## src/rtl/mst_pkg.sv

```systemverilog
// Shared types and constants for the membership set table.
// Holds operation and status codes, field widths and the result struct.
// No dependencies.
package mst_pkg;

  // Fixed field widths
  localparam int ID_W            = 31;
  localparam int COUNT_W         = 7;
  localparam int LIMIT_W         = 7;
  localparam int MAX_MEMBERS_DEF = 64;

  // Register selector: word bit of paddr that picks the register
  localparam logic REG_MEMBER_LIMIT = 1'b0;

  typedef enum logic [1:0] {
    OP_ADD    = 2'd0,
    OP_REMOVE = 2'd1,
    OP_QUERY  = 2'd2
  } op_t;

  typedef enum logic [2:0] {
    ST_ADDED     = 3'd0,
    ST_DUPLICATE = 3'd1,
    ST_FULL      = 3'd2,
    ST_REMOVED   = 3'd3,
    ST_ABSENT    = 3'd4,
    ST_FOUND     = 3'd5,
    ST_NOT_FOUND = 3'd6
  } status_t;

  typedef struct packed {
    status_t              status;
    logic [COUNT_W-1:0]   member_count;
  } result_t;

endpackage

```

## src/rtl/mst_ram.sv

```systemverilog
// Generic single-clock RAM: one write port, one read port, registered read.
// No dependencies.
module mst_ram #(
  parameter int WIDTH = 32,
  parameter int DEPTH = 64,
  localparam int AW = (DEPTH > 1) ? $clog2(DEPTH) : 1
) (
  input  logic             clk,
  input  logic             we,
  input  logic [AW-1:0]    waddr,
  input  logic [WIDTH-1:0] wdata,
  input  logic [AW-1:0]    raddr,
  output logic [WIDTH-1:0] rdata
);

  logic [WIDTH-1:0] mem [DEPTH];

  // Write and registered read
  always_ff @(posedge clk) begin
    if (we) begin
      mem[waddr] <= wdata;
    end
    rdata <= mem[raddr];
  end

endmodule

```

## src/rtl/mst_ctrl.sv

```systemverilog
// Sequencer of the membership set table: scans the slot RAM one entry at a
// time through a single comparator, appends on add and compacts on remove.
// Depends on mst_pkg.
module mst_ctrl import mst_pkg::*; #(
  parameter int MAX_MEMBERS = MAX_MEMBERS_DEF,
  localparam int AW = (MAX_MEMBERS > 1) ? $clog2(MAX_MEMBERS) : 1
) (
  input  logic               clk,
  input  logic               rst,
  input  logic               start,
  input  logic [1:0]         operation,
  input  logic [ID_W-1:0]    member_id,
  input  logic [LIMIT_W-1:0] member_limit,
  output logic               busy,
  output logic               done,
  output result_t            result,
  output logic               ram_we,
  output logic [AW-1:0]      ram_waddr,
  output logic [ID_W-1:0]    ram_wdata,
  output logic [AW-1:0]      ram_raddr,
  input  logic [ID_W-1:0]    ram_rdata
);

  localparam int CW = $clog2(MAX_MEMBERS + 1);
  localparam int LW = (CW > LIMIT_W) ? CW : LIMIT_W;

  typedef enum logic [2:0] {
    S_IDLE,
    S_SCAN,
    S_CMP,
    S_SHIFT,
    S_MOVE
  } state_t;

  state_t            state;
  logic [1:0]        op_q;
  logic [ID_W-1:0]   id_q;
  logic [CW-1:0]     idx;
  logic [CW-1:0]     live_count;
  status_t           status_q;

  logic [LW-1:0]     cnt_ext;
  logic [LW-1:0]     lim_ext;
  logic [CW-1:0]     idx_inc;
  logic              at_limit;
  logic              scan_end;
  logic              shift_end;
  logic              hit;
  logic              is_add;
  logic              is_remove;

  // Decode the held transaction and compare the slot just read
  assign is_add    = (op_q == OP_ADD);
  assign is_remove = (op_q == OP_REMOVE);
  assign cnt_ext   = LW'(live_count);
  assign lim_ext   = LW'(member_limit);
  assign at_limit  = (cnt_ext >= lim_ext) || (live_count >= CW'(MAX_MEMBERS));
  assign idx_inc   = idx + 1'b1;
  assign scan_end  = (idx == live_count);
  assign shift_end = (idx_inc >= live_count);
  assign hit       = (ram_rdata == id_q);

  // RAM ports: append on add, move one slot down while compacting
  always_comb begin
    ram_raddr = (state == S_SHIFT) ? idx_inc[AW-1:0] : idx[AW-1:0];
    ram_we    = ((state == S_SCAN) && is_add && !at_limit && scan_end) ||
                (state == S_MOVE);
    ram_waddr = (state == S_MOVE) ? idx[AW-1:0] : live_count[AW-1:0];
    ram_wdata = (state == S_MOVE) ? ram_rdata : id_q;
  end

  // Sequencer, count and result strobe
  always_ff @(posedge clk) begin
    if (rst) begin
      state      <= S_IDLE;
      live_count <= '0;
      done       <= 1'b0;
    end else begin
      done <= 1'b0;
      case (state)
        S_IDLE: begin
          if (start) begin
            op_q  <= operation;
            id_q  <= member_id;
            idx   <= '0;
            state <= S_SCAN;
          end
        end
        S_SCAN: begin
          if (is_add && at_limit) begin
            status_q <= ST_FULL;
            done     <= 1'b1;
            state    <= S_IDLE;
          end else if (scan_end) begin
            if (is_add) begin
              live_count <= live_count + 1'b1;
              status_q   <= ST_ADDED;
            end else if (is_remove) begin
              status_q <= ST_ABSENT;
            end else begin
              status_q <= ST_NOT_FOUND;
            end
            done  <= 1'b1;
            state <= S_IDLE;
          end else begin
            state <= S_CMP;
          end
        end
        S_CMP: begin
          if (hit) begin
            if (is_remove) begin
              state <= S_SHIFT;
            end else begin
              status_q <= is_add ? ST_DUPLICATE : ST_FOUND;
              done     <= 1'b1;
              state    <= S_IDLE;
            end
          end else begin
            idx   <= idx_inc;
            state <= S_SCAN;
          end
        end
        S_SHIFT: begin
          if (shift_end) begin
            live_count <= live_count - 1'b1;
            status_q   <= ST_REMOVED;
            done       <= 1'b1;
            state      <= S_IDLE;
          end else begin
            state <= S_MOVE;
          end
        end
        S_MOVE: begin
          idx   <= idx_inc;
          state <= S_SHIFT;
        end
        default: begin
          state <= S_IDLE;
        end
      endcase
    end
  end

  assign busy = (state != S_IDLE);

  // Count after the transaction, masked to the field width
  always_comb begin
    result.status       = status_q;
    result.member_count = cnt_ext[COUNT_W-1:0];
  end

endmodule

```

## src/rtl/membership_set_table.sv

```systemverilog
// Membership set table: insertion-ordered list of distinct identifiers.
// A full add is refused at once; otherwise the slots are compared one by one until a match
// or the end of the list, and a remove then moves every later slot down one place.
// Throughput: one transaction at a time; the next is taken at the edge that takes the result.
// Reset clears the count and the limit; slot contents stay undefined. Results cannot stall.
module membership_set_table import mst_pkg::*; #(
  parameter int MAX_MEMBERS = MAX_MEMBERS_DEF
) (
  input  logic               clk,
  input  logic               rst,
  input  logic               start,
  output logic               busy,
  input  logic [1:0]         operation,
  input  logic [ID_W-1:0]    member_id,
  output logic               done,
  output logic [2:0]         status,
  output logic [COUNT_W-1:0] member_count,
  input  logic               psel,
  input  logic               penable,
  input  logic               pwrite,
  input  logic [2:0]         paddr,
  input  logic [31:0]        pwdata,
  output logic [31:0]        prdata,
  output logic               pready
);

  localparam int AW = (MAX_MEMBERS > 1) ? $clog2(MAX_MEMBERS) : 1;

  logic [LIMIT_W-1:0] member_limit;
  result_t            result;
  logic               ram_we;
  logic [AW-1:0]      ram_waddr;
  logic [ID_W-1:0]    ram_wdata;
  logic [AW-1:0]      ram_raddr;
  logic [ID_W-1:0]    ram_rdata;
  logic               reg_sel;

  // Configuration register
  assign pready  = 1'b1;
  assign reg_sel = (paddr[2] == REG_MEMBER_LIMIT);

  always_ff @(posedge clk) begin
    if (rst) begin
      member_limit <= '0;
    end else if (psel && penable && pwrite && pready && reg_sel) begin
      member_limit <= pwdata[LIMIT_W-1:0];
    end
  end

  assign prdata = reg_sel ? {{(32-LIMIT_W){1'b0}}, member_limit} : 32'd0;

  // Slot storage
  mst_ram #(
    .WIDTH (ID_W),
    .DEPTH (MAX_MEMBERS)
  ) u_slots (
    .clk   (clk),
    .we    (ram_we),
    .waddr (ram_waddr),
    .wdata (ram_wdata),
    .raddr (ram_raddr),
    .rdata (ram_rdata)
  );

  // Sequencer
  mst_ctrl #(
    .MAX_MEMBERS (MAX_MEMBERS)
  ) u_ctrl (
    .clk          (clk),
    .rst          (rst),
    .start        (start),
    .operation    (operation),
    .member_id    (member_id),
    .member_limit (member_limit),
    .busy         (busy),
    .done         (done),
    .result       (result),
    .ram_we       (ram_we),
    .ram_waddr    (ram_waddr),
    .ram_wdata    (ram_wdata),
    .ram_raddr    (ram_raddr),
    .ram_rdata    (ram_rdata)
  );

  assign status       = result.status;
  assign member_count = result.member_count;

  // An accepted transaction always occupies the sequencer next cycle
  a_accept_busy: assert property (@(posedge clk) disable iff (rst)
    (start && !busy) |=> busy)
    else $error("accepted transaction did not make the block busy");

  // The result strobe comes only once the sequencer has returned to idle
  a_done_idle: assert property (@(posedge clk) disable iff (rst)
    done |-> !busy)
    else $error("result strobe while sequencer busy");

  // One strobe per transaction: never two in a row
  a_done_single: assert property (@(posedge clk) disable iff (rst)
    done |=> !done)
    else $error("result strobe repeated");

  // A refused add never changes the count
  a_full_count: assert property (@(posedge clk) disable iff (rst)
    (done && (status == ST_FULL)) |-> $stable(member_count))
    else $error("count changed on a full add");

endmodule

```

## config.mk

```make
export PLATFORM = sky130hd
export DESIGN_NAME = membership_set_table
export DESIGN_NICKNAME = d
export VERILOG_FILES = /design/src/rtl/mst_pkg.sv /design/src/rtl/mst_ram.sv /design/src/rtl/mst_ctrl.sv /design/src/rtl/membership_set_table.sv
export SDC_FILE = /design/constraint.sdc
export NUM_CORES = 2
export LEC_CHECK = 0
export BUFFER_PORTS_ARGS = -buffer_cell sky130_fd_sc_hd__buf_4
export CELL_PAD_IN_SITES_DETAIL_PLACEMENT = 0
export CELL_PAD_IN_SITES_GLOBAL_PLACEMENT = 2
export CORE_MARGIN = 5
export CORE_UTILIZATION = 27
export CTS_CLUSTER_DIAMETER = 120
export DETAILED_ROUTE_END_ITERATION = 8
export PLACE_DENSITY = 0.53
export SLEW_MARGIN = 20
export SYNTH_ARGS = -nofsm -noshare
export SYNTH_HDL_FRONTEND = slang
export SYNTH_SLANG_ARGS = --single-unit
```

## constraint.sdc

```tcl
create_clock -name clk -period 3.9 [get_ports clk]
set_input_delay 1.17 -clock clk [delete_from_list [all_inputs] [get_ports clk]]
set_output_delay 1.17 -clock clk [all_outputs]
set_load 0.02 [all_outputs]
```

Word-level counts from Yosys, hierarchy flattened

Memory sizes are Yosys's and may differ from the RTL's. A register that Yosys moved wholly into a read port is not among the register bits.
Index checks and enable logic that the tools add are counted.

Bits in registers: 61
RAM bits: 1984
Input bits: 74
Output and inout port bits: 45
Logic and storage cells: 89
Memories kept: 1

Memories:

| name        | words | bits a word | rd ports | clocked after Yosys merged registers in | write ports | line          | text |
|---|---|---|---|---|---|---|---|
| u_slots.mem | 64    | 31          | 1        | 1                                       | 1           | mst_ram.sv:16 | `logic [WIDTH-1:0] mem [DEPTH];` |

Add/sub/neg operators: 3
$lt $le $gt $ge: 3
Eq/ne operators: 16
Muxes and demuxes: 36
Bitwise operators: 2
Reductions and logical operators: 20

Operator list:

| kind                                                     | number |
|---|---|
| 2-to-1 mux 7 bit                                         | 7 |
| equality test 31 bit                                     | 1 |
| 2-to-1 mux 31 bit                                        | 1 |
| 2-to-1 mux 3 bit                                         | 10 |
| one-hot mux 7 bit (3 select lines)                       | 1 |
| one-hot mux 3 bit (5 select lines)                       | 1 |
| adder 7 x 1 -> 7 bit, second input constant              | 2 |
| greater-or-equal comparator 7 bit                        | 2 |
| one-hot mux 7 bit (2 select lines)                       | 1 |
| 2-to-1 mux 6 bit                                         | 2 |
| one-hot mux 3 bit (3 select lines)                       | 1 |
| nonzero test 3 bit                                       | 3 |
| 2-to-1 mux 2 bit                                         | 4 |
| inequality test 2 x 1 -> 1 bit, second input constant    | 4 |
| inequality test 2 bit, second input constant             | 4 |
| equality test 7 bit                                      | 1 |
| greater-or-equal comparator 7 bit, second input constant | 1 |
| logical AND 1 bit                                        | 7 |
| 2-to-1 mux 1 bit                                         | 7 |
| subtractor 7 x 1 -> 7 bit, second input constant         | 1 |
| equality test 3 x 2 -> 1 bit, second input constant      | 2 |
| AND reduction 6 bit                                      | 1 |
| AND reduction 5 bit                                      | 1 |
| AND reduction 4 bit                                      | 1 |
| 12 further kinds                                         | 14 |

Logic depth before layout (Yosys ltp)

Depth after elaboration: 8
Depth in mapped cells: 13
Mapped depth without buffers: 10

By module

A second synthesis with hierarchy kept.

Cell total of the unflattened synthesis: 3878
Area total of the unflattened synthesis: 80477.2 µm²

By module, submodules not included:

| module               | instances | cells each | area an instance (µm²) | sequential area each (µm²) |
|---|---|---|---|---|
| mst_ram              | 1         | 3418       | 76305.7                | 60197.7 |
| mst_ctrl             | 1         | 394        | 3584.7                 | 1511.4 |
| membership_set_table | 1         | 66         | 586.8                  | 140.1 |

Worst setup path after synthesis

Ideal clock, no wire load.

Path kind: reg2reg
Start: register u_ctrl.live_count[0], in the netlist u_ctrl.cnt_ext[0]
End: memory u_slots.mem[12][0] (netlist bit) (enable)
Setup time: 0.419 ns
Data arrival time: 3.487 ns
Data required time: 3.481 ns
Slack: -0.006 ns
Cell stages (with the launch flop): 10
Buffers on the path: 0
Clock period less this slack: 3.906 ns
Cell sequence: dfxtp_1 inv_1 ha_1 nand2b_1 a21o_1 a21o_1 a211o_1 o22ai_1 nand2_1 nor2_1

Cells in the longest elaborated chain, start to end: 8
Elaborated cells on any way between the ends: 11
Those cells by class: order compare: 2; eq/ne: 1; mux: 3; reduce/logical: 5

Ends and longest elaborated chain:

| what                                   | line            | text |
|---|---|---|
| start, declared                        | mst_ctrl.sv:39  | `logic [CW-1:0] live_count;` |
| start signal, assigned                 | mst_ctrl.sv:96  | `live_count <= live_count + 1'b1;` |
| start signal, assigned                 | mst_ctrl.sv:125 | `live_count <= live_count - 1'b1;` |
| greater-or-equal comparator 7 bit      | mst_ctrl.sv:57  | `assign at_limit = (cnt_ext >= lim_ext) \|\| (live_count >= CW'(MAX_MEMBERS));` |
| logical OR 1 bit                       | mst_ctrl.sv:57  |  |
| zero test 1 bit                        | mst_ctrl.sv:66  | `ram_we = ((state == S_SCAN) && is_add && !at_limit && scan_end) \|\|` |
| logical AND 1 bit (2 in a row)         | mst_ctrl.sv:66  |  |
| logical OR 1 bit                       | mst_ctrl.sv:66  |  |
| 2-to-1 mux 1 bit                       | mst_ram.sv:20   | `if (we) begin` |
| 2-to-1 mux 1 bit (not written as such) | mst_ram.sv:21   | `mem[waddr] <= wdata;` |
| end, declared                          | mst_ram.sv:16   |  |

Parallel ways exist; a longest one is shown, timed or not.

Final worst setup path

Start: register u_ctrl.idx[0]
End: register u_slots.rdata[2], read port of u_slots.mem

Cells in the longest elaborated chain, start to end: 2

Ends and longest elaborated chain:

| what                   | line            | text |
|---|---|---|
| start, declared        | mst_ctrl.sv:38  | `logic [CW-1:0] idx;` |
| start signal, assigned | mst_ctrl.sv:119 | `idx <= idx_inc;` |
| start signal, assigned | mst_ctrl.sv:134 | `idx <= idx_inc;` |
| adder 7 x 1 -> 7 bit   | mst_ctrl.sv:58  | `assign idx_inc = idx + 1'b1;` |
| net u_ctrl.idx_inc[1]  | mst_ctrl.sv:44  | `logic [CW-1:0] idx_inc;` |
| 2-to-1 mux 6 bit       | mst_ctrl.sv:65  | `ram_raddr = (state == S_SHIFT) ? idx_inc[AW-1:0] : idx[AW-1:0];` |
| end, declared          | mst_ram.sv:13   | `output logic [WIDTH-1:0] rdata` |

The timed path passes the listed nets, and every way through them passes these cells.
A chain may end at the register's enable or synchronous reset.

==> out/qor.yml <==
grt_antenna_before_repair: 20
fillCellCount: 32200
synth_enable_flop_cells: 2027
synth_cells: 6290
hold_violation_total_from_the_final_report: 0
mappedNetlistArea_um2: 90400
max-vdd-ir-drop_mv: 0.344
final_max_slew_viol_count: 0
drc: 0
seqPwrFrac_pct: 48.7
overflow: 0
initial_core_utilization_pct: 27.1
initialDrtViolationCount: 5607
cell_internal_pwr_w: 0.0384
fin_worst_skew_ns: 0.0572
placeableCoreArea_um2: 333000
drive_above_1_share_pct: 18.9
areaGrowthSynthToFinish_pct: 20.2
main_area_contributors_after_synthesis: "edfxtp_1, o221ai_1, mux2i_1, o22ai_1, a21oi_1"
timing.setup.critical_path_class: "register to register"
clk_sink_count: 2076
comb_pwr_share_pct: 7.9
worst_path_arrival_ns: 4.56
cts.reportedPaths.clkPinSlew_ns: 0.06
cell_count_after_placement: 10800
synth-seq-area-share_pct: 68.4
outcome: "completed"
overall_track_demand_over_capacity_in_global_routing_pct: 19.1
finish.utilization_pct: 32.6
die_y_um: 589
setup_viol: 0
synth_area_leader_cell: "edfxtp_1"
grt_pass1_wl_um: 480000
switchingPower_w: 0.0121
cp.required_ns: 4.70
clkLatencyLatePin_ns: 0.93
port_buffers: 65
cts_tree: "done"
synth_ff_type: "edfxtp_1"
tightest_slew_ns: 1.01
die_area_um2: 346000
cellLeakagePower_nw: 33.9
hold_buffers: 0
worstHoldPathType: "input port to register"
post_drt_wl_per_cell_um: 30.8
fmaxAchievable_mhz: 266
final_common_cell: "edfxtp_1"
synth_cell_types: 76
yosys.area.top_type_share_pct: 67.4
yosys_register_bits: 2076
syn_area_per_cell_um2: 14.4
place_hpwl_um: 211000
routed_via_density: 5.48
switching_share_pct: 23.9
route.final.wire_length_um: 345000
period_share_pct: 96.5
slew_headroom_pct: 33.0
floorplan.die.width_um: 589
drt.antenna.violating_nets: 0
power_frac_clock_pct: 43.4
worstSetupStartpointType: "register"
critical_path.endpoint_type: "register"
drt_pre_antenna_iters: 6
cts_max_path_buffers: 4
cts_htree_levels: 4
synth-async-reset-ratio_pct: 0
rsz0062_at_grt: "no"
via_count: 61400
grt_start_max_net_pins: 89
finalWeightedCongestion: 0.826
yosysWarningCount: 0
finalWorstPathRequiredPeriod_ns: 3.76
mostFrequentLayoutCells: "edfxtp_1, o221ai_1, o22ai_1"
final_nets: 6714
post_layout_cell_count: 11200
post_cts_buffers: 0
cts_made_buffers: 240
floorplan.io_pins: 119
number_of_max_capacitance_violations_reported: 0
timing.critical_path.fanout_max: 42
p_per_area_nw_per_um2: 465
first_global_vias: 60800
ctsRootBufferMaster: "clkbuf_16"
num_rows: 212
## sequential cells by signal, indices dropped and copies added (netlist names)
| name | count |
|---|---|
| u_ctrl.cnt_ext | 7 |
| member_limit | 7 |
| u_ctrl.idx | 7 |
| u_slots.mem | 1984 |
| u_slots.rdata | 31 |
| u_ctrl.status_q | 3 |
| u_ctrl.id_q | 31 |
| u_ctrl.state | 3 |
| u_ctrl.done | 1 |
| u_ctrl.op_q | 2 |
## kinds of logic (layout without fill, tap and decap cells)
group                    Yosys count  count (layout)  synth area share, %
buffers and inverters            604            1106                 3.22
AO/OA/AOI/OAI                   1860            1860                 14.7
adder cells (fa/ha/maj)           21              21                0.299
other                              2              31              0.00831
flip-flops                      2076            2076                 68.4
XOR/XNOR                          47              47                0.456
multiplexers                     488             488                 6.42
AND/OR/NAND/NOR                 1192            1192                 6.49
## cells in the mapped netlist (74+ instances only)
master	number
buf_4	74
clkbuf_1	258
o22a_1	91
nand3_1	190
o22ai_1	493
nor4_1	156
a21oi_1	319
o221ai_1	500
nand2_1	226
o211ai_1	90
nor2_1	311
nor3_1	186
edfxtp_1	2027
o21ai_0	100
mux2i_1	356
buf_2	182
## critical path, cell delays in order, from the launching register on
cell	delay (ns)
edfxtp_1	0.58
ha_4	0.40
and4bb_2	0.36
a22oi_2	0.30
buf_12	0.24
buf_12	0.30
buf_4	0.36
o22ai_1	0.12
nor3_1	0.30
nor4_2	0.09
buf_4	0.21
nor4_1	0.29
## power groups by stage
stage	clock [W]	sequential (W)	combinational, W
4_1_cts	0.0225	0.0246	0.00403
3_5_place_dp	0	0.0251	0.00401
3_3_place_gp	0	0.0251	0.00400
5_1_grt	0.0234	0.0246	0.00419
6_report	0.0219	0.0246	0.00398
2_1_floorplan	0	0.0250	0.00204
## cell type report
type,instances,area [µm²],share of cell area [%]
sequential,2076,61800,56.9
multi-input combinational,3634,26600,24.5
timing repair buffer,645,7010,6.46
clock buffer,286,6240,5.75
tap,4387,5490,5.05
clock inverter,153,1290,1.19
inverter,22,95.1,0.0876
antenna,5,12.5,0.0115
## path summary, 6_finish.rpt
path	depth (start not counted)	endpoint	slack, ns	start
min reg2reg	2	member_limit[3]$_SDFFE_PP0P_	0.49	member_limit[3]$_SDFFE_PP0P_
min	1	u_ctrl.id_q[4]$_DFFE_PP_	0.44	member_id[4]
max	11	u_slots.rdata[2]$_DFF_P_	0.14	u_ctrl.idx[0]$_SDFFCE_PN0P_
max reg2reg	11	u_slots.rdata[2]$_DFF_P_	0.14	u_ctrl.idx[0]$_SDFFCE_PN0P_
## routing by layer
| metal | share of wire (%) | vias up | global-route usage (%) |
|---|---|---|---|
| met5 | 0 | - | 0 |
| met4 | 3.0 | 0 | 5.66 |
| met3 | 5.1 | 423 | 2.50 |
| met2 | 47 | 1837 | 31.5 |
| met1 | 44 | 32400 | 26.3 |
| li1 | - | 26700 | - |
## per-stage QoR
step                      setup WS, ns  hold slack [ns]  total power (W)  setup TNS (ns)  cell area [µm²]
after floorplan               -0.00594            0.463           0.0271           -6.30            90500
after global placement          0.0491            0.477           0.0291               0           101000
after detailed placement       0.00573            0.487           0.0291               0           101000
after CTS                       0.0440            0.363           0.0511               0           109000
after global routing           0.00613            0.406           0.0522               0           109000
final                            0.137            0.439           0.0505               0           109000
## repair_timing
| item | CTS | global route |
|---|---|---|
| endpoints found under the setup margin | 1 | 13 |
| pin swaps | 0 | 0 |
| gates resized for setup | 1 | 4 |
No activity file was read; power rests on OpenSTA's default activity.
